### config.mk
export PLATFORM = sky130hd
export DESIGN_NAME = delimiter_tokenizer
export DESIGN_NICKNAME = d
export VERILOG_FILES = /design/src/rtl/dtok_pkg.sv /design/src/rtl/dtok_cell.sv /design/src/rtl/dtok_plan.sv /design/src/rtl/delimiter_tokenizer.sv
export VERILOG_INCLUDE_DIRS = /design/src /design/src/rtl
export SDC_FILE = /design/constraint.sdc
export NUM_CORES = 1
export LEC_CHECK = 0
export ABC_AREA = 1
export ABC_CLOCK_PERIOD_IN_PS = 8000
export BUFFER_PORTS_ARGS = -buffer_cell sky130_fd_sc_hd__buf_2
export CAP_MARGIN = 20
export CORE_ASPECT_RATIO = 1.1
export CORE_MARGIN = 1.5
export CORE_UTILIZATION = 58
export CTS_BUF_LIST = sky130_fd_sc_hd__clkbuf_8
export CTS_CLUSTER_SIZE = 8
export DETAILED_ROUTE_END_ITERATION = 8
export PLACE_DENSITY = 0.8
export REMOVE_ABC_BUFFERS = 1
export SLEW_MARGIN = 20
export SYNTH_ARGS = -nofsm -noshare
export SYNTH_HDL_FRONTEND = slang
export SYNTH_SLANG_ARGS = --single-unit
### constraint.sdc
create_clock -name clk -period 8 [get_ports clk]
set_clock_uncertainty 0.05 [all_clocks]
set_input_delay 0.4 -clock clk [delete_from_list [all_inputs] [get_ports clk]]
set_output_delay 0.4 -clock clk [all_outputs]
set_load 0.02 [all_outputs]
### src/rtl/delimiter_tokenizer_defines.svh
// ----------------------------------------------------------------------------
// delimiter_tokenizer_defines.svh
// Assertion macros for the tokenizer RTL.
// ----------------------------------------------------------------------------
`ifndef DELIMITER_TOKENIZER_DEFINES_SVH
`define DELIMITER_TOKENIZER_DEFINES_SVH

// same-cycle implication, disabled during reset
`define DTOK_ASSERT_NOW(label, clk, rst, ante, cons, msg) \
  label: assert property (@(posedge clk) disable iff (rst) (ante) |-> (cons)) \
    else $error(msg);

// next-cycle implication, disabled during reset
`define DTOK_ASSERT_NXT(label, clk, rst, ante, cons, msg) \
  label: assert property (@(posedge clk) disable iff (rst) (ante) |=> (cons)) \
    else $error(msg);

`endif

### src/rtl/dtok_pkg.sv
// ----------------------------------------------------------------------------
// dtok_pkg
// Types, constants and helpers shared by the delimiter tokenizer.
// ----------------------------------------------------------------------------
package dtok_pkg;

  localparam int DELIM_MAX = 8;
  localparam int BYTE_W    = 8;
  localparam int CNT_W     = $clog2(DELIM_MAX + 1);
  localparam int IDX_W     = 3;

  // configuration register indexes
  typedef enum logic [IDX_W-1:0] {
    REG_DELIM_BYTES = 3'd0,
    REG_DELIM_COUNT = 3'd1,
    REG_WHOLE_MODE  = 3'd2,
    REG_DROP_EMPTY  = 3'd3,
    REG_ESCAPE_BYTE = 3'd4
  } reg_index_t;

  typedef struct packed {
    logic [BYTE_W-1:0] in_byte;
    logic              byte_present;
    logic              string_end;
  } item_t;

  typedef struct packed {
    logic [BYTE_W-1:0] out_byte;
    logic              out_byte_valid;
    logic              token_done;
    logic              string_done;
    logic              run_last;
  } result_t;

  typedef struct packed {
    logic [DELIM_MAX*BYTE_W-1:0] delim_bytes;
    logic [3:0]                  delim_count;
    logic                        whole_mode;
    logic                        drop_empty;
    logic [BYTE_W-1:0]           escape_byte;
  } cfg_t;

  // per-cell compare flags against each delimiter position
  typedef logic [DELIM_MAX-1:0] eq_row_t;
  typedef eq_row_t [DELIM_MAX-1:0] eq_grid_t;

  // tokenizer state seen by the planner
  typedef struct packed {
    logic [CNT_W-1:0] held;
    logic             tok_ne;
    logic             esc_pend;
  } tok_state_t;

  // work plan of one accepted transaction
  typedef struct packed {
    logic [CNT_W-1:0] rem;
    logic [1:0]       ctrl;
    logic             bare;
    logic [CNT_W-1:0] held;
    logic             tok_ne;
    logic             esc_pend;
  } plan_t;

  typedef struct packed {
    logic load;
    logic shift;
  } cell_ctrl_t;

  // delimiter count as used: zero acts as one, large values saturate
  function automatic logic [CNT_W-1:0] clamp_count(input logic [3:0] raw);
    logic [CNT_W-1:0] c;
    c = CNT_W'(raw);
    if (raw == 4'd0) begin
      c = CNT_W'(1);
    end else if (raw > 4'(DELIM_MAX)) begin
      c = CNT_W'(DELIM_MAX);
    end
    return c;
  endfunction

endpackage

### src/rtl/dtok_cell.sv
// ----------------------------------------------------------------------------
// dtok_cell
// One window cell: holds a byte, shifts from its right neighbor and
// compares its byte against every delimiter byte.
// ----------------------------------------------------------------------------
module dtok_cell (
  input  logic                                       clk,
  input  dtok_pkg::cell_ctrl_t                       ctrl,
  input  logic [dtok_pkg::BYTE_W-1:0]                load_byte,
  input  logic [dtok_pkg::BYTE_W-1:0]                next_byte,
  input  logic [dtok_pkg::DELIM_MAX*dtok_pkg::BYTE_W-1:0] delim_bytes,
  output logic [dtok_pkg::BYTE_W-1:0]                cell_byte,
  output dtok_pkg::eq_row_t                          eq
);
  import dtok_pkg::*;

  // byte storage: a load wins over the shift from the neighbor
  always_ff @(posedge clk) begin
    if (ctrl.load) begin
      cell_byte <= load_byte;
    end else if (ctrl.shift) begin
      cell_byte <= next_byte;
    end
  end

  // compare against each delimiter position
  always_comb begin
    for (int t = 0; t < DELIM_MAX; t++) begin
      eq[t] = (cell_byte == delim_bytes[BYTE_W*t +: BYTE_W]);
    end
  end

endmodule

### src/rtl/dtok_plan.sv
// ----------------------------------------------------------------------------
// dtok_plan
// Works out, for one transaction, how many window bytes go out, which
// token marks follow and the tokenizer state left behind.
// ----------------------------------------------------------------------------
module dtok_plan (
  input  dtok_pkg::cfg_t       cfg,
  input  dtok_pkg::item_t      item,
  input  dtok_pkg::tok_state_t st,
  input  dtok_pkg::eq_grid_t   view_eq,
  output dtok_pkg::plan_t      plan
);
  import dtok_pkg::*;

  logic [CNT_W-1:0]     c;
  logic [CNT_W-1:0]     n;
  logic [CNT_W-1:0]     js;
  eq_row_t              b_eq;
  eq_row_t              cnt_mask;
  eq_grid_t             em;
  logic [DELIM_MAX-1:0] diag;
  logic [DELIM_MAX-1:0] cond;
  logic                 match;
  logic                 is_delim;
  logic                 is_esc;
  logic                 tok1;
  logic                 tokl;
  logic [CNT_W-1:0]     r1;
  logic [CNT_W-1:0]     r;
  logic [CNT_W-1:0]     kept;
  logic                 tok;
  logic                 esc;
  logic                 t1;
  logic                 t2;
  logic                 bare;

  // compare matrix of the window with the new byte appended
  always_comb begin
    c = clamp_count(cfg.delim_count);
    n = st.held + CNT_W'(1);
    for (int t = 0; t < DELIM_MAX; t++) begin
      b_eq[t]     = (item.in_byte == cfg.delim_bytes[BYTE_W*t +: BYTE_W]);
      cnt_mask[t] = (CNT_W'(t) < c);
    end
    for (int p = 0; p < DELIM_MAX; p++) begin
      for (int t = 0; t < DELIM_MAX; t++) begin
        if (CNT_W'(p) < st.held) begin
          em[p][t] = view_eq[p][t];
        end else if (CNT_W'(p) == st.held) begin
          em[p][t] = b_eq[t];
        end else begin
          em[p][t] = 1'b1;
        end
      end
    end
  end

  // every alignment in parallel: does the tail from j on start the delimiter
  always_comb begin
    for (int j = 0; j < DELIM_MAX; j++) begin
      diag[j] = 1'b1;
      for (int t = 0; t < DELIM_MAX; t++) begin
        if (j + t < DELIM_MAX) begin
          if (CNT_W'(j + t) < n) begin
            diag[j] = diag[j] & em[j+t][t];
          end
        end
      end
      cond[j] = diag[j] && (CNT_W'(j) < n) && ((n - CNT_W'(j)) <= c);
    end
    js = n;
    for (int j = DELIM_MAX - 1; j >= 0; j--) begin
      if (cond[j]) begin
        js = CNT_W'(j);
      end
    end
    match = ((n - js) == c);
  end

  // any-of byte classes
  assign is_delim = |(b_eq & cnt_mask);
  assign is_esc   = (cfg.escape_byte != '0) && (item.in_byte == cfg.escape_byte);

  // per-transaction plan
  always_comb begin
    r1   = '0;
    kept = st.held;
    tok  = st.tok_ne;
    esc  = st.esc_pend;
    t1   = 1'b0;
    tok1 = st.tok_ne || (st.held != '0);
    if (item.byte_present) begin
      if (cfg.whole_mode) begin
        esc = 1'b0;
        r1  = js;
        if (match) begin
          t1   = st.tok_ne || (js != '0) || !cfg.drop_empty;
          tok  = 1'b0;
          kept = '0;
        end else begin
          tok  = st.tok_ne || (js != '0);
          kept = n - js;
        end
      end else begin
        kept = '0;
        r1   = st.held;
        if (st.esc_pend) begin
          r1  = n;
          esc = 1'b0;
          tok = 1'b1;
        end else if (is_esc) begin
          r1  = n;
          esc = 1'b1;
          tok = 1'b1;
        end else if (is_delim) begin
          t1  = tok1 || !cfg.drop_empty;
          tok = 1'b0;
        end else begin
          r1  = n;
          tok = 1'b1;
        end
      end
    end
    r    = r1;
    t2   = 1'b0;
    bare = 1'b0;
    tokl = tok || (kept != '0);
    if (item.string_end) begin
      r    = r1 + kept;
      t2   = tokl || !cfg.drop_empty;
      bare = (r == '0) && !t1 && !t2;
      kept = '0;
      tok  = 1'b0;
      esc  = 1'b0;
    end
    plan.rem      = r;
    plan.ctrl     = {1'b0, t1} + {1'b0, t2} + {1'b0, bare};
    plan.bare     = bare;
    plan.held     = r + kept;
    plan.tok_ne   = tok;
    plan.esc_pend = esc;
  end

endmodule

### src/rtl/delimiter_tokenizer.sv
// ----------------------------------------------------------------------------
// delimiter_tokenizer
// Splits a byte stream into tokens in any-of or whole-string mode.
// ----------------------------------------------------------------------------
// Bytes that may start a delimiter sit in a row of eight window cells; each
// cell compares its byte against all delimiter bytes so a whole-string match
// is decided in the cycle a byte arrives. Results leave one per cycle, while
// result_stall is low, from a registered output, window bytes shifting out
// of the row's head. A transaction that yields at most one result leaves the
// input free, so one byte per cycle streams through while the output is not
// stalled; a transaction that yields k results (at most nine, at token ends
// or string ends) stalls the input while the cell row drains. Configuration
// is taken in any cycle and has no effect on work in progress only if written
// while idle. No clearing pass follows reset.
`include "delimiter_tokenizer_defines.svh"

module delimiter_tokenizer (
  input  logic                     clk,
  input  logic                     rst,
  input  logic                     item_valid,
  output logic                     item_stall,
  input  dtok_pkg::item_t          item,
  output logic                     result_valid,
  input  logic                     result_stall,
  output dtok_pkg::result_t        result,
  input  logic                     cfg_valid,
  output logic                     cfg_ready,
  input  logic [dtok_pkg::IDX_W-1:0] cfg_index,
  input  logic [dtok_pkg::DELIM_MAX*dtok_pkg::BYTE_W-1:0] cfg_data
);
  import dtok_pkg::*;

  cfg_t                            cfg;
  logic [CNT_W-1:0]                held;
  logic [CNT_W-1:0]                rem;
  logic [1:0]                      ctrl_cnt;
  logic                            ctrl_bare;
  logic                            str_end;
  logic                            tok_ne;
  logic                            esc_pend;

  logic [CNT_W-1:0]                held_next;
  logic [CNT_W-1:0]                rem_next;
  logic [1:0]                      ctrl_next;
  logic [CNT_W:0]                  work_cnt;
  logic                            adv;
  logic                            issue;
  logic                            shift;
  logic                            accept;
  logic                            free;
  result_t                         res_next;
  tok_state_t                      view_st;
  plan_t                           plan;
  eq_grid_t                        view_eq;
  logic [DELIM_MAX:0][BYTE_W-1:0]  chain;
  eq_row_t [DELIM_MAX:0]           eq;
  cell_ctrl_t [DELIM_MAX-1:0]      cell_ctrl;

  // configuration registers
  assign cfg_ready = 1'b1;

  always_ff @(posedge clk) begin
    if (rst) begin
      cfg.delim_bytes <= '0;
      cfg.delim_count <= 4'd1;
      cfg.whole_mode  <= 1'b1;
      cfg.drop_empty  <= 1'b0;
      cfg.escape_byte <= '0;
    end else if (cfg_valid && cfg_ready) begin
      case (cfg_index)
        REG_DELIM_BYTES: cfg.delim_bytes <= cfg_data;
        REG_DELIM_COUNT: cfg.delim_count <= cfg_data[3:0];
        REG_WHOLE_MODE:  cfg.whole_mode  <= cfg_data[0];
        REG_DROP_EMPTY:  cfg.drop_empty  <= cfg_data[0];
        REG_ESCAPE_BYTE: cfg.escape_byte <= cfg_data[BYTE_W-1:0];
        default: ;
      endcase
    end
  end

  // issue control: one result per cycle whenever the output register frees
  assign work_cnt = {1'b0, rem} + (CNT_W+1)'(ctrl_cnt);
  assign adv      = !result_valid || !result_stall;
  assign issue    = adv && (work_cnt != '0);
  assign shift    = issue && (rem != '0);

  always_comb begin
    held_next = held - CNT_W'(shift);
    rem_next  = rem - CNT_W'(shift);
    ctrl_next = ctrl_cnt - 2'((issue && (rem == '0)) ? 1 : 0);
  end

  // a new transaction enters once nothing is left after this cycle
  assign free       = (rem_next == '0) && (ctrl_next == '0);
  assign item_stall = !free;
  assign accept     = item_valid && free;

  // window cell row
  assign chain[DELIM_MAX] = '0;
  assign eq[DELIM_MAX]    = '0;

  for (genvar i = 0; i < DELIM_MAX; i++) begin : g_cell
    assign cell_ctrl[i].load  = accept && item.byte_present && (held_next == CNT_W'(i));
    assign cell_ctrl[i].shift = shift;

    dtok_cell u_cell (
      .clk         (clk),
      .ctrl        (cell_ctrl[i]),
      .load_byte   (item.in_byte),
      .next_byte   (chain[i+1]),
      .delim_bytes (cfg.delim_bytes),
      .cell_byte   (chain[i]),
      .eq          (eq[i])
    );

    // compare flags as the row will stand after this cycle's shift
    assign view_eq[i] = shift ? eq[i+1] : eq[i];
  end

  // planner sees the state left by this cycle's issue
  assign view_st.held     = held_next;
  assign view_st.tok_ne   = tok_ne;
  assign view_st.esc_pend = esc_pend;

  dtok_plan u_plan (
    .cfg     (cfg),
    .item    (item),
    .st      (view_st),
    .view_eq (view_eq),
    .plan    (plan)
  );

  // work counters and token state
  always_ff @(posedge clk) begin
    if (rst) begin
      held      <= '0;
      rem       <= '0;
      ctrl_cnt  <= '0;
      ctrl_bare <= 1'b0;
      str_end   <= 1'b0;
      tok_ne    <= 1'b0;
      esc_pend  <= 1'b0;
    end else if (accept) begin
      held      <= plan.held;
      rem       <= plan.rem;
      ctrl_cnt  <= plan.ctrl;
      ctrl_bare <= plan.bare;
      str_end   <= item.string_end;
      tok_ne    <= plan.tok_ne;
      esc_pend  <= plan.esc_pend;
    end else begin
      held      <= held_next;
      rem       <= rem_next;
      ctrl_cnt  <= ctrl_next;
    end
  end

  // result of this cycle: window bytes first, then token marks
  always_comb begin
    if (rem != '0) begin
      res_next.out_byte       = chain[0];
      res_next.out_byte_valid = 1'b1;
      res_next.token_done     = 1'b0;
    end else begin
      res_next.out_byte       = '0;
      res_next.out_byte_valid = 1'b0;
      res_next.token_done     = !ctrl_bare;
    end
    res_next.run_last    = (work_cnt == (CNT_W+1)'(1));
    res_next.string_done = (work_cnt == (CNT_W+1)'(1)) && str_end;
  end

  // output register
  always_ff @(posedge clk) begin
    if (rst) begin
      result_valid <= 1'b0;
    end else if (adv) begin
      result_valid <= issue;
    end
  end

  always_ff @(posedge clk) begin
    if (issue) begin
      result <= res_next;
    end
  end

  // checks
  `DTOK_ASSERT_NOW(a_rem_in_window, clk, rst, 1'b1, rem <= held,
    "bytes to release exceed the window fill")
  `DTOK_ASSERT_NOW(a_idle_window, clk, rst, (rem == '0) && (ctrl_cnt == '0),
    held < CNT_W'(DELIM_MAX), "full window left behind after a transaction")
  `DTOK_ASSERT_NOW(a_bare_alone, clk, rst, ctrl_bare && (ctrl_cnt != '0),
    (rem == '0) && (ctrl_cnt == 2'd1), "bare string end mixed with other results")
  `DTOK_ASSERT_NXT(a_end_clears, clk, rst, accept && item.string_end,
    (held == rem) && !tok_ne && !esc_pend, "string end left held state")

endmodule
==> results of run 1 <==
[cells in the mapped netlist, drive strengths merged, types with 2 or more instances]
cell type  instances  area, µm²
nand2            413       1590
xnor2            288       2530
or2                8       50.1
buf               66        370
ha                53        663
inv              140        528
clkinv             3       11.3
a22oi              3       22.5
fa                 5        100
dfxtp             93       1860
a211oi             4       30.0
nand4             81        513
o21bai             5       37.5
nor2             265       1010
a31oi              2       12.5
nor4               4       25.0
nand3b             3       26.3
o22ai              2       12.5
edfxtp            76       2280
o211ai             3       22.5
xor2              67        594
clkbuf            76        285
o21ai            154        774
a21oi             70        362
nand3             83        473
nor3              11       60.1
[flip-flops by register name (all words and copies together) (netlist names)]
signal and count:
cfg 78, g_cell.u_cell.cell_byte 64, result 12, held 4, rem 4, ctrl_cnt 2
ctrl_bare 1, esc_pend 1, result_valid 1, str_end 1, tok_ne 1
[critical path, delay by kind of cell, from the launching register on]
kind | cells | cell delay, ns
xor gates and xnor gates | 4 | 0.72
buffers and inverters | 10 | 0.90
adders and majority gates | 10 | 3.01
DFF | 1 | 0.37
and+or+nand+nor | 19 | 1.89
AOI/OAI and AO/OA | 6 | 0.74
[timing repair]
action,4_1_cts,5_1_grt
pin swaps,21,66
endpoints found under the hold margin,0,0
gates resized for setup,23,83
buffers inserted,7,14
setup endpoints to repair,4,7
[cell usage in the layout, fill, tap and decap left out, types with 4 or more instances in the layout]
| master | n |
|---|---|
| inv_4 | 5 |
| xor2_1 | 64 |
| dfxtp_1 | 91 |
| nor2_2 | 8 |
| xnor2_1 | 287 |
| nand3_1 | 75 |
| nor2_1 | 254 |
| nand2_1 | 389 |
| nor3_1 | 9 |
| buf_6 | 4 |
| clkbuf_8 | 17 |
| inv_2 | 20 |
| or2_2 | 7 |
| buf_2 | 95 |
| ha_1 | 37 |
| nand2_2 | 17 |
| nand2_4 | 6 |
| nand4_1 | 80 |
| a21oi_2 | 13 |
| buf_4 | 45 |
| o21ai_0 | 149 |
| nand3_2 | 5 |
| clkinv_1 | 4 |
| a21oi_1 | 56 |
| ha_4 | 15 |
| inv_8 | 5 |
| inv_1 | 116 |
| nor4_1 | 4 |
| edfxtp_1 | 76 |
[routing by layer]
metal	vias up	GRT usage	routed length, µm	part of all wire
li1	6421	-	-	-
met1	6378	0.428	17400	0.38
met2	709	0.579	21600	0.47
met3	175	0.0492	3830	0.084
met4	0	0.192	2710	0.059
met5	-	0	0	0
[layout make-up]
class / count / area (µm²) / area share
clock buffer: 17 / 234 / 0.0149
sequential: 169 / 4150 / 0.263
inverter: 143 / 547 / 0.0347
timing repair buffer: 144 / 858 / 0.0545
multi-input combinational: 1533 / 9420 / 0.598
clock inverter: 15 / 155 / 0.00985
tap: 310 / 388 / 0.0246
[how the worst max path moves through the flow]
stage                       end  slack (ns)  cells after the start
detailed placement      held[3]       -0.20                     56
global placement    ctrl_cnt[0]        0.09                     51
floorplan               held[3]       -0.64                     59
CTS                 ctrl_cnt[0]       0.002                     53
global route        ctrl_cnt[0]       -0.23                     56
finish              ctrl_cnt[0]        0.17                     49
[cells by family after synthesis]
logic type | synth area share
AOI/OAI and AO/OA | 0.0923
and+or+nand+nor | 0.263
xor gates and xnor gates | 0.218
adders and majority gates | 0.0533
DFF | 0.289
other | 0.000262
buffers and inverters | 0.0834
[per-stage QoR]
step	hold WS [ns]	setup slack, ns	util	std cells	TNS (ns)
after global routing	0.112	-0.226	0.648	2331	-0.425
final	0.119	0.167	0.648	2331	0
after CTS	0.111	0.00179	0.628	2317	0
after floorplan	0.395	-0.641	-	1845	-2.68
after detailed placement	0.424	-0.203	0.606	2278	-0.358
after global placement	0.413	0.0860	0.606	2278	0
==> summary.txt, run 1 <==
Floorplanning
  • Core area: 24300 µm²
  • Die Ht: ~170 µm
  • Num ports: just under 100
  • Die Width: 153 µm
  • Initial Util: 0.589
  • Std cell rows: 60
  • Die area: 25600 µm²

Worst hold path
  • Hold endpoint: cfg[51]
  • Hold Crit Depth: 3
  • Worst Hold Launch: cfg_data[37]
  • Worst Hold Class: input port to register

Critical path
  • R2R cell count: 49
  • CP Max Fanout: 7
  • Worst EP required: a little over 8 ns
  • CP Capture Type: register
  • Reg2reg start: ctrl_cnt[0]
  • Startpoint types: register
  • R2r endpoint: ctrl_cnt[0]
  • Worst setup path class: register to register
  • Delay of the slowest critical-path stage: around 0.55 ns
  • CP max stage cell: fa_2
  • Crit path top cell by count: nand2_1
  • Flop2flop setup slack: between 0.15 and 0.2 ns
  • CP startpoint: ctrl_cnt[0]
  • CP arrival: 8.13 ns

Synth
  • FFs w/ async S/R, synth: 0
  • Mapped Cells: 1987
  • Post-synth EDFFs: 76
  • Avg Cell Area, Syn: 7.21 µm²
  • Seq cells post-synth: around 170
  • Post-synthesis sequential area ratio: 0.289
  • Synth Warn #: 0
  • Synth Cell Area: 14300 µm²
  • Yosys cell types: 54
  • Top_reg_cell synth: dfxtp_1

STA
  • Final hold violations: 0
  • Rel. slew slack: 0.369
  • Tmin final: between 7 and 8 ns
  • Final Max Slew Viols: 0
  • Endpoints failing setup: 0
  • Max Clock Freq: 128 MHz
  • Final Cycle Share: 0.979
  • Slew @ Worst Pin: 0.946 ns
  • RSZ-0062 raised after global routing: true

Final layout
  • Share of cells above drive strength 1: 0.149
  • Final net count: 2148
  • Layout area overhead: 10.0%
  • Fillers: 2198
  • Antenna Cells: 0
  • Design Area, Final: 15800 µm²

Clocking
  • Root Driver: clkbuf_8
  • CTS max path bufs: 2
  • CTS clock-pin slew for the worst setup and hold paths: 0.11 ns
  • Hold-fix buffers, CTS: 0
  • Clk Latency, worst-skew pair: around 0.47 ns
  • CTS tree: done
  • CTS buffer count: 17
  • H-tree Lvls: 4
  • Clock sink total: 169

Place
  • Post-DP HPWL: 33200 µm
  • Post-placement cell area: 14700 µm²
  • Number of buffers added on ports: 95
  • GPL Wtd Cong: roughly 1.0

Routing
  • # DRC: 0
  • Routed WL: 45600 µm
  • 1st-pass router iterations: 9
  • Antenna violation net count after detailed routing: 0
  • Vias after detailed routing: 13700
  • Routed WL per cell: 19.5 µm
  • Post-DR vias/cell: between 5 and 6
  • 1st-iter DRT viols: 1369

Global routing
  • Largest net degree at the start of global routing: 86
  • Number of global-route vias before repair: 12900
  • Grt ovf: 0
  • First-pass GRT wire length: approximately 69000 µm
  • Antenna violations before repair: 0
  • GRT Total Usage: 0.345

Status
  • Outcome: finished, final reports clean

Flow run
  • Max_cap viols: 0
Power of run 1 is not shown: default switching activity piles up to over one toggle a cycle in this logic, so the estimate is an artifact.
==> inputs of run 2 (changes only) <==
- CORE_UTILIZATION: 58 -> 35
- PLACE_DENSITY: 0.8 -> default
==> run 2 against run 1 <==
  * Hold slack worse by 0.042 ns
  * Highest routed layer unchanged
  * Largest cell class unchanged
  * Register-to-register slack better by 0.02 ns
  * Non-clock buffer count is 14 higher
  * Global-route usage is 12 points lower
  * Critical path type unchanged
  * Critical path depth is 6 higher
  * Via count is 3.8% lower
  * Flip-flop and latch count stayed put
==> summary.txt, run 2 (same netlist as run 1, synthesis figures left out) <==
Global routing
  • Number of global-route vias before repair: 12900 (about the same)
  • GRT Total Usage: 0.227 (was 0.345)
  • Antenna violations before repair: 0 (unchanged)
  • Grt ovf: 0 (unchanged)
  • Largest net degree at the start of global routing: 77 (was 86)
  • First-pass GRT wire length: 73000 µm (was 69500 µm)

Flow run
  • Max_cap viols: 0 (unchanged)

Place
  • Number of buffers added on ports: 95 (unchanged)
  • GPL Wtd Cong: 0.931 (was 1.05)
  • Post-DP HPWL: 36200 µm (was 33200 µm)
  • Pre-CTS setup slack: -0.102 ns (was -0.203 ns)

Routing
  • Routed WL per cell: 18.7 µm (was 19.5 µm)
  • Routed WL: 47600 µm (was 45600 µm)
  • 1st-iter DRT viols: 932 (was 1369)
  • Post-DR vias/cell: 5.17 (was 5.87)
  • # DRC: 0 (unchanged)
  • 1st-pass router iterations: 5 (was 9)
  • Vias after detailed routing: 13200 (was 13700)
  • Antenna violation net count after detailed routing: 0 (unchanged)

Final layout
  • Util after Layout: 0.398 (was 0.648)
  • Top Registers: cfg: 78 flops, g_cell.u_cell.cell_byte: 64 flops, result: 12 flops (unchanged)
  • Final net count: 2162 (was 2148)
  • Reg area: 4150 µm² (unchanged)
  • Antenna Cells: 0 (unchanged)
  • Most frequent cells in the layout: 391 x nand2_1, 286 x xnor2_1, 255 x nor2_1 (was 389 x nand2_1, 287 x xnor2_1, 254 x nor2_1)
  • Largest register FFs: 78 (unchanged)
  • Most flop-heavy register: cfg (unchanged)
  • Fillers: 4215 (was 2198)
  • Layout area overhead: 11.9% (was 10.0%)
  • Share of cells above drive strength 1: 0.157 (was 0.149)
  • Area of the multi-input gates: 9380 µm² (was 9420 µm²)
  • Commonest non-fill, non-tap cell in the layout: nand2_1 (unchanged)

Critical path
  • Flop2flop setup slack: 0.19 ns (was 0.17 ns)
  • Crit path top cell by count: nand2_1 (unchanged)
  • Crit-path leading delay family: adder cells (unchanged)
  • CP Max Fanout: 4 (was 7)
  • CP arrival: 8.17 ns (was 8.13 ns)
  • Worst setup path class: register to register (unchanged)
  • Delay of the slowest critical-path stage: 0.58 ns (was 0.55 ns)
  • Worst EP required: 8.36 ns (was 8.30 ns)
  • Buffers & Inverters on Critical Path: 12 (was 10)
  • CP Capture Type: register (unchanged)
  • CP max stage cell: fa_2 (unchanged)
  • Startpoint types: register (unchanged)

STA
  • Rel. slew slack: 0.301 (was 0.369)
  • Max Clock Freq: 128 MHz (about the same)
  • Final Max Slew Viols: 0 (unchanged)
  • Slew @ Worst Pin: 1.04 ns (was 0.946 ns)
  • RSZ-0062 raised after global routing: true (unchanged)
  • Tmin final: 7.81 ns (was 7.83 ns)
  • Endpoints failing setup: 0 (unchanged)
  • Final hold violations: 0 (unchanged)
  • Tightest hold margin: 0.0769 ns (was 0.119 ns)
  • Final WS setup: 0.191 ns (was 0.167 ns)
  • Final Cycle Share: 0.976 (was 0.979)

Floorplanning
  • Die Width: 196 µm (was 153 µm)
  • Die Ht: 215 µm (was 168 µm)
  • Num ports: 97 (unchanged)
  • Std cell rows: 77 (was 60)
  • Die area: 42100 µm² (was 25600 µm²)
  • Initial Util: 0.356 (was 0.589)
  • Core area: 40300 µm² (was 24300 µm²)

Worst hold path
  • Worst Hold Class: input port to register (unchanged)

Clocking
  • Hold-fix buffers, CTS: 0 (unchanged)
  • CTS tree: done (unchanged)
  • CTS max path bufs: 2 (unchanged)
  • H-tree Lvls: 4 (unchanged)
  • Clk Latency, worst-skew pair: 0.52 ns (was 0.47 ns)
  • Clock sink total: 169 (unchanged)
  • Root Driver: clkbuf_8 (unchanged)
  • CTS clock-pin slew for the worst setup and hold paths: 0.10 ns (was 0.11 ns)
  • CTS buffer count: 17 (unchanged)

Status
  • Outcome: finished, final reports clean (unchanged)
## run 2: changes by cell type in the layout (fill, tap and decap cells not counted), sizes merged
| cell | change |
|---|---|
| buf | +14 |
| clkinvlp | +4 |
| clkinv | -3 |
| inv | -2 |
| clkbuf | +1 |
## run 2: stage by stage
| stage | setup TNS, ns | cells | area, µm² |
|---|---|---|---|
| after floorplan | -2.68 | 1845 | 13700 |
| after global placement | 0 | 2494 | 15100 |
| after detailed placement | -0.214 | 2494 | 15100 |
| after CTS | 0 | 2530 | 15500 |
| after global routing | -0.574 | 2548 | 16000 |
| final | 0 | 2548 | 16000 |
## run 2: final timing paths
check,depth (start not counted),endpoint,startpoint
worst max-delay path,55,ctrl_cnt[0],ctrl_cnt[0]
worst min-delay path,3,cfg[28],cfg_data[14]
worst max register to register,55,ctrl_cnt[0],ctrl_cnt[0]
worst min register to register,2,esc_pend,esc_pend
## run 2: worst min-delay path, delay by kind of cell
kind                   cells  cell delay [ns]
AND/OR/NAND/NOR            1             0.07
AO/OA/AOI/OAI              1             0.07
buffers and inverters      1             0.07
## run 2: final cells by class
cell class | count | share of cell area
multi-input cells | 1533 | 0.585
flip-flops and latches | 169 | 0.259
repair buffers | 158 | 0.0603
well taps | 513 | 0.0401
inverters | 143 | 0.0338
clock buffers | 18 | 0.0155
clock inverters | 14 | 0.00625
## run 2: repair_timing
item | 4_1_cts | 5_1_grt
buffers inserted | 4 | 18
endpoints found under the setup margin | 3 | 7
resized for setup | 14 | 87
pin swaps | 8 | 50
## run 2: per-layer routing
layer | up-vias | wire length, µm | global-route usage
li1 | 6438 | - | -
met1 | 6201 | 19800 | 0.274
met2 | 413 | 23100 | 0.391
met3 | 115 | 2440 | 0.0388
met4 | 0 | 2310 | 0.105
met5 | - | 0 | 0
Power of run 2 is left out for the same reason.
==> inputs of run 3 (changes only) <==
- CELL_PAD_IN_SITES_DETAIL_PLACEMENT: default -> 2
- CELL_PAD_IN_SITES_GLOBAL_PLACEMENT: default -> 2
- CORE_UTILIZATION: 35 -> 33
- PLACE_DENSITY_LB_ADDON: default -> 0.1
==> run 3 against run 2 <==
  * The run now ends with setup timing left
  * Setup slack worse by 0.37 ns
  * Die area increased by 6.0%
  * Non-clock buffer count up 52
  * First-iteration DRC count down 34%
  * Fmax decreased by 4.5%
  * Core utilization decreased by 0.63 points
  * Flip-flop and latch count is the same
  * Final cell count increased by 4.2%
  * Count of clock-buffer cells in the layout shrank 1
  * Hold slack worse by 0.032 ns
  * Critical endpoint unchanged
  * Highest routed layer unchanged
==> summary.txt, run 3 (same netlist as run 1, synthesis figures left out) <==
Critical path
  • CP max stage cell: fa_2 (unchanged)
  • Delay of the slowest critical-path stage: 0.56 ns (was 0.58 ns)
  • Flop2flop setup slack: -0.18 ns (was 0.19 ns)
  • Crit path top cell by count: inv_2 (was nand2_1)
  • Startpoint types: register (unchanged)
  • Worst setup path class: register to register (unchanged)
  • CP arrival: 8.56 ns (was 8.17 ns)
  • R2R cell count: 57 (was 55)
  • CP Max Fanout: 4 (unchanged)
  • Reg2reg start: ctrl_cnt[0] (unchanged)
  • Worst EP required: 8.38 ns (was 8.36 ns)
  • R2r endpoint: ctrl_cnt[0] (unchanged)
  • CP Capture Type: register (unchanged)

Final layout
  • Largest register FFs: 78 (unchanged)
  • Final net count: 2214 (was 2162)
  • Most flop-heavy register: cfg (unchanged)
  • Area of the multi-input gates: 9540 µm² (was 9380 µm²)
  • Commonest non-fill, non-tap cell in the layout: nand2_1 (unchanged)
  • Non-filler cells, final: 2654 (was 2548)
  • Share of cells above drive strength 1: 0.188 (was 0.157)
  • Reg area: 4150 µm² (unchanged)
  • Most frequent cells in the layout: 381 x nand2_1, 285 x xnor2_1, 255 x nor2_1 (was 391 x nand2_1, 286 x xnor2_1, 255 x nor2_1)
  • Fillers: 5004 (was 4215)
  • Top Registers: cfg: 78 flops, g_cell.u_cell.cell_byte: 64 flops, result: 12 flops (unchanged)
  • Antenna Cells: 0 (unchanged)
  • Layout area overhead: 16.5% (was 11.9%)

STA
  • Tightest hold margin: 0.0450 ns (was 0.0769 ns)
  • Endpoints failing setup: 3 (was 0)
  • Final Max Slew Viols: 0 (unchanged)
  • Max Clock Freq: 122 MHz (was 128 MHz)
  • Tmin final: 8.18 ns (was 7.81 ns)
  • Final Cycle Share: 1.02 (was 0.976)
  • Final WS setup: -0.177 ns (was 0.191 ns)
  • Final hold violations: 0 (unchanged)
  • RSZ-0062 raised after global routing: true (unchanged)
  • Slew @ Worst Pin: 1.01 ns (was 1.04 ns)
  • Fin Setup TNS: -0.325 ns (was 0 ns)
  • Rel. slew slack: 0.327 (was 0.301)

Worst hold path
  • Hold Crit Depth: 3 (unchanged)
  • Hold endpoint: cfg[40] (was cfg[28])
  • Worst Hold Launch: cfg_data[26] (was cfg_data[14])
  • Worst Hold Class: input port to register (unchanged)

Floorplanning
  • Core area: 42600 µm² (was 40300 µm²)
  • Die Ht: 221 µm (was 215 µm)
  • Initial Util: 0.336 (was 0.356)
  • Die area: 44700 µm² (was 42100 µm²)
  • Num ports: 97 (unchanged)
  • Std cell rows: 79 (was 77)
  • Die Width: 202 µm (was 196 µm)

Clocking
  • CTS tree: done (unchanged)
  • Clk Latency, worst-skew pair: 0.55 ns (was 0.52 ns)
  • Hold-fix buffers, CTS: 0 (unchanged)
  • H-tree Lvls: 4 (unchanged)
  • CTS buffer count: 17 (unchanged)
  • CTS max path bufs: 2 (unchanged)
  • Clock sink total: 169 (unchanged)
  • CTS clock-pin slew for the worst setup and hold paths: 0.11 ns (was 0.10 ns)
  • Root Driver: clkbuf_8 (unchanged)

Global routing
  • Grt ovf: 0 (unchanged)
  • Number of global-route vias before repair: 15100 (was 12900)
  • GRT Total Usage: 0.275 (was 0.227)
  • Antenna violations before repair: 0 (unchanged)
  • First-pass GRT wire length: 93000 µm (was 73000 µm)
  • Largest net degree at the start of global routing: 86 (was 77)

Routing
  • Routed WL: 63500 µm (was 47600 µm)
  • Antenna violation net count after detailed routing: 0 (unchanged)
  • Post-DR vias/cell: 5.27 (was 5.17)
  • 1st-pass router iterations: 5 (unchanged)
  • Vias after detailed routing: 14000 (was 13200)
  • 1st-iter DRT viols: 612 (was 932)
  • Routed WL per cell: 23.9 µm (was 18.7 µm)
  • # DRC: 0 (unchanged)

Place
  • Number of buffers added on ports: 95 (unchanged)
  • Pre-CTS setup slack: -0.517 ns (was -0.102 ns)
  • Post-DP HPWL: 45800 µm (was 36200 µm)
  • Placed insts: 2570 (was 2494)
  • GPL Wtd Cong: 0.879 (was 0.931)

Status
  • Violated checks: setup timing
  • Outcome: complete, but fails checks (was finished, final reports clean)

Flow run
  • Max_cap viols: 0 (unchanged)
==> run 3: stage by stage <==
step | area (µm²) | utilization
4_1_cts | 16100 | 0.378
3_5_place_dp | 15300 | 0.360
5_1_grt | 16700 | 0.392
6_report | 16700 | 0.392
3_3_place_gp | 15300 | 0.360
2_1_floorplan | 13700 | -
==> run 3: what timing repair did <==
action,CTS,global route
gates cloned,0,0
resized for setup,51,92
pin swaps,35,62
endpoints found under the setup margin,6,7
buffers inserted,29,25
==> run 3: area by class of cell <==
cell class / instances / share of cell area
Clock buffer: 17 / 0.0140
Tap cell: 567 / 0.0425
Inverter: 143 / 0.0328
Sequential cell: 169 / 0.249
Timing Repair Buffer: 210 / 0.0832
Clock inverter: 15 / 0.00705
Multi-Input combinational cell: 1533 / 0.572
==> run 3: routing by layer <==
| metal | track usage | share of wire | vias to the layer above |
|---|---|---|---|
| met5 | 0 | 0 | - |
| li1 | - | - | 6535 |
| met4 | 0.116 | 0.041 | 0 |
| met2 | 0.486 | 0.50 | 250 |
| met3 | 0.0286 | 0.028 | 110 |
| met1 | 0.339 | 0.43 | 7085 |
==> run 3: how the worst max path moves through the flow <==
stage,start,endpoint
3_5_place_dp,ctrl_cnt[0],held[3]
4_1_cts,rem[0],ctrl_cnt[0]
6_report,ctrl_cnt[0],ctrl_cnt[0]
5_1_grt,ctrl_cnt[0],held[3]
3_3_place_gp,ctrl_cnt[0],ctrl_cnt[0]
2_1_floorplan,rem[0],held[3]
==> run 3: critical path: cells and delay by family (launching register included) <==
family                     cells  cell delay, ns
AOI/OAI and AO/OA              5            0.74
xor gates and xnor gates       5            0.86
adders and majority gates     10            2.84
buffers and inverters         14            1.07
DFF                            1            0.37
and+or+nand+nor               23            2.13
Power of run 3 is left out for the same reason.
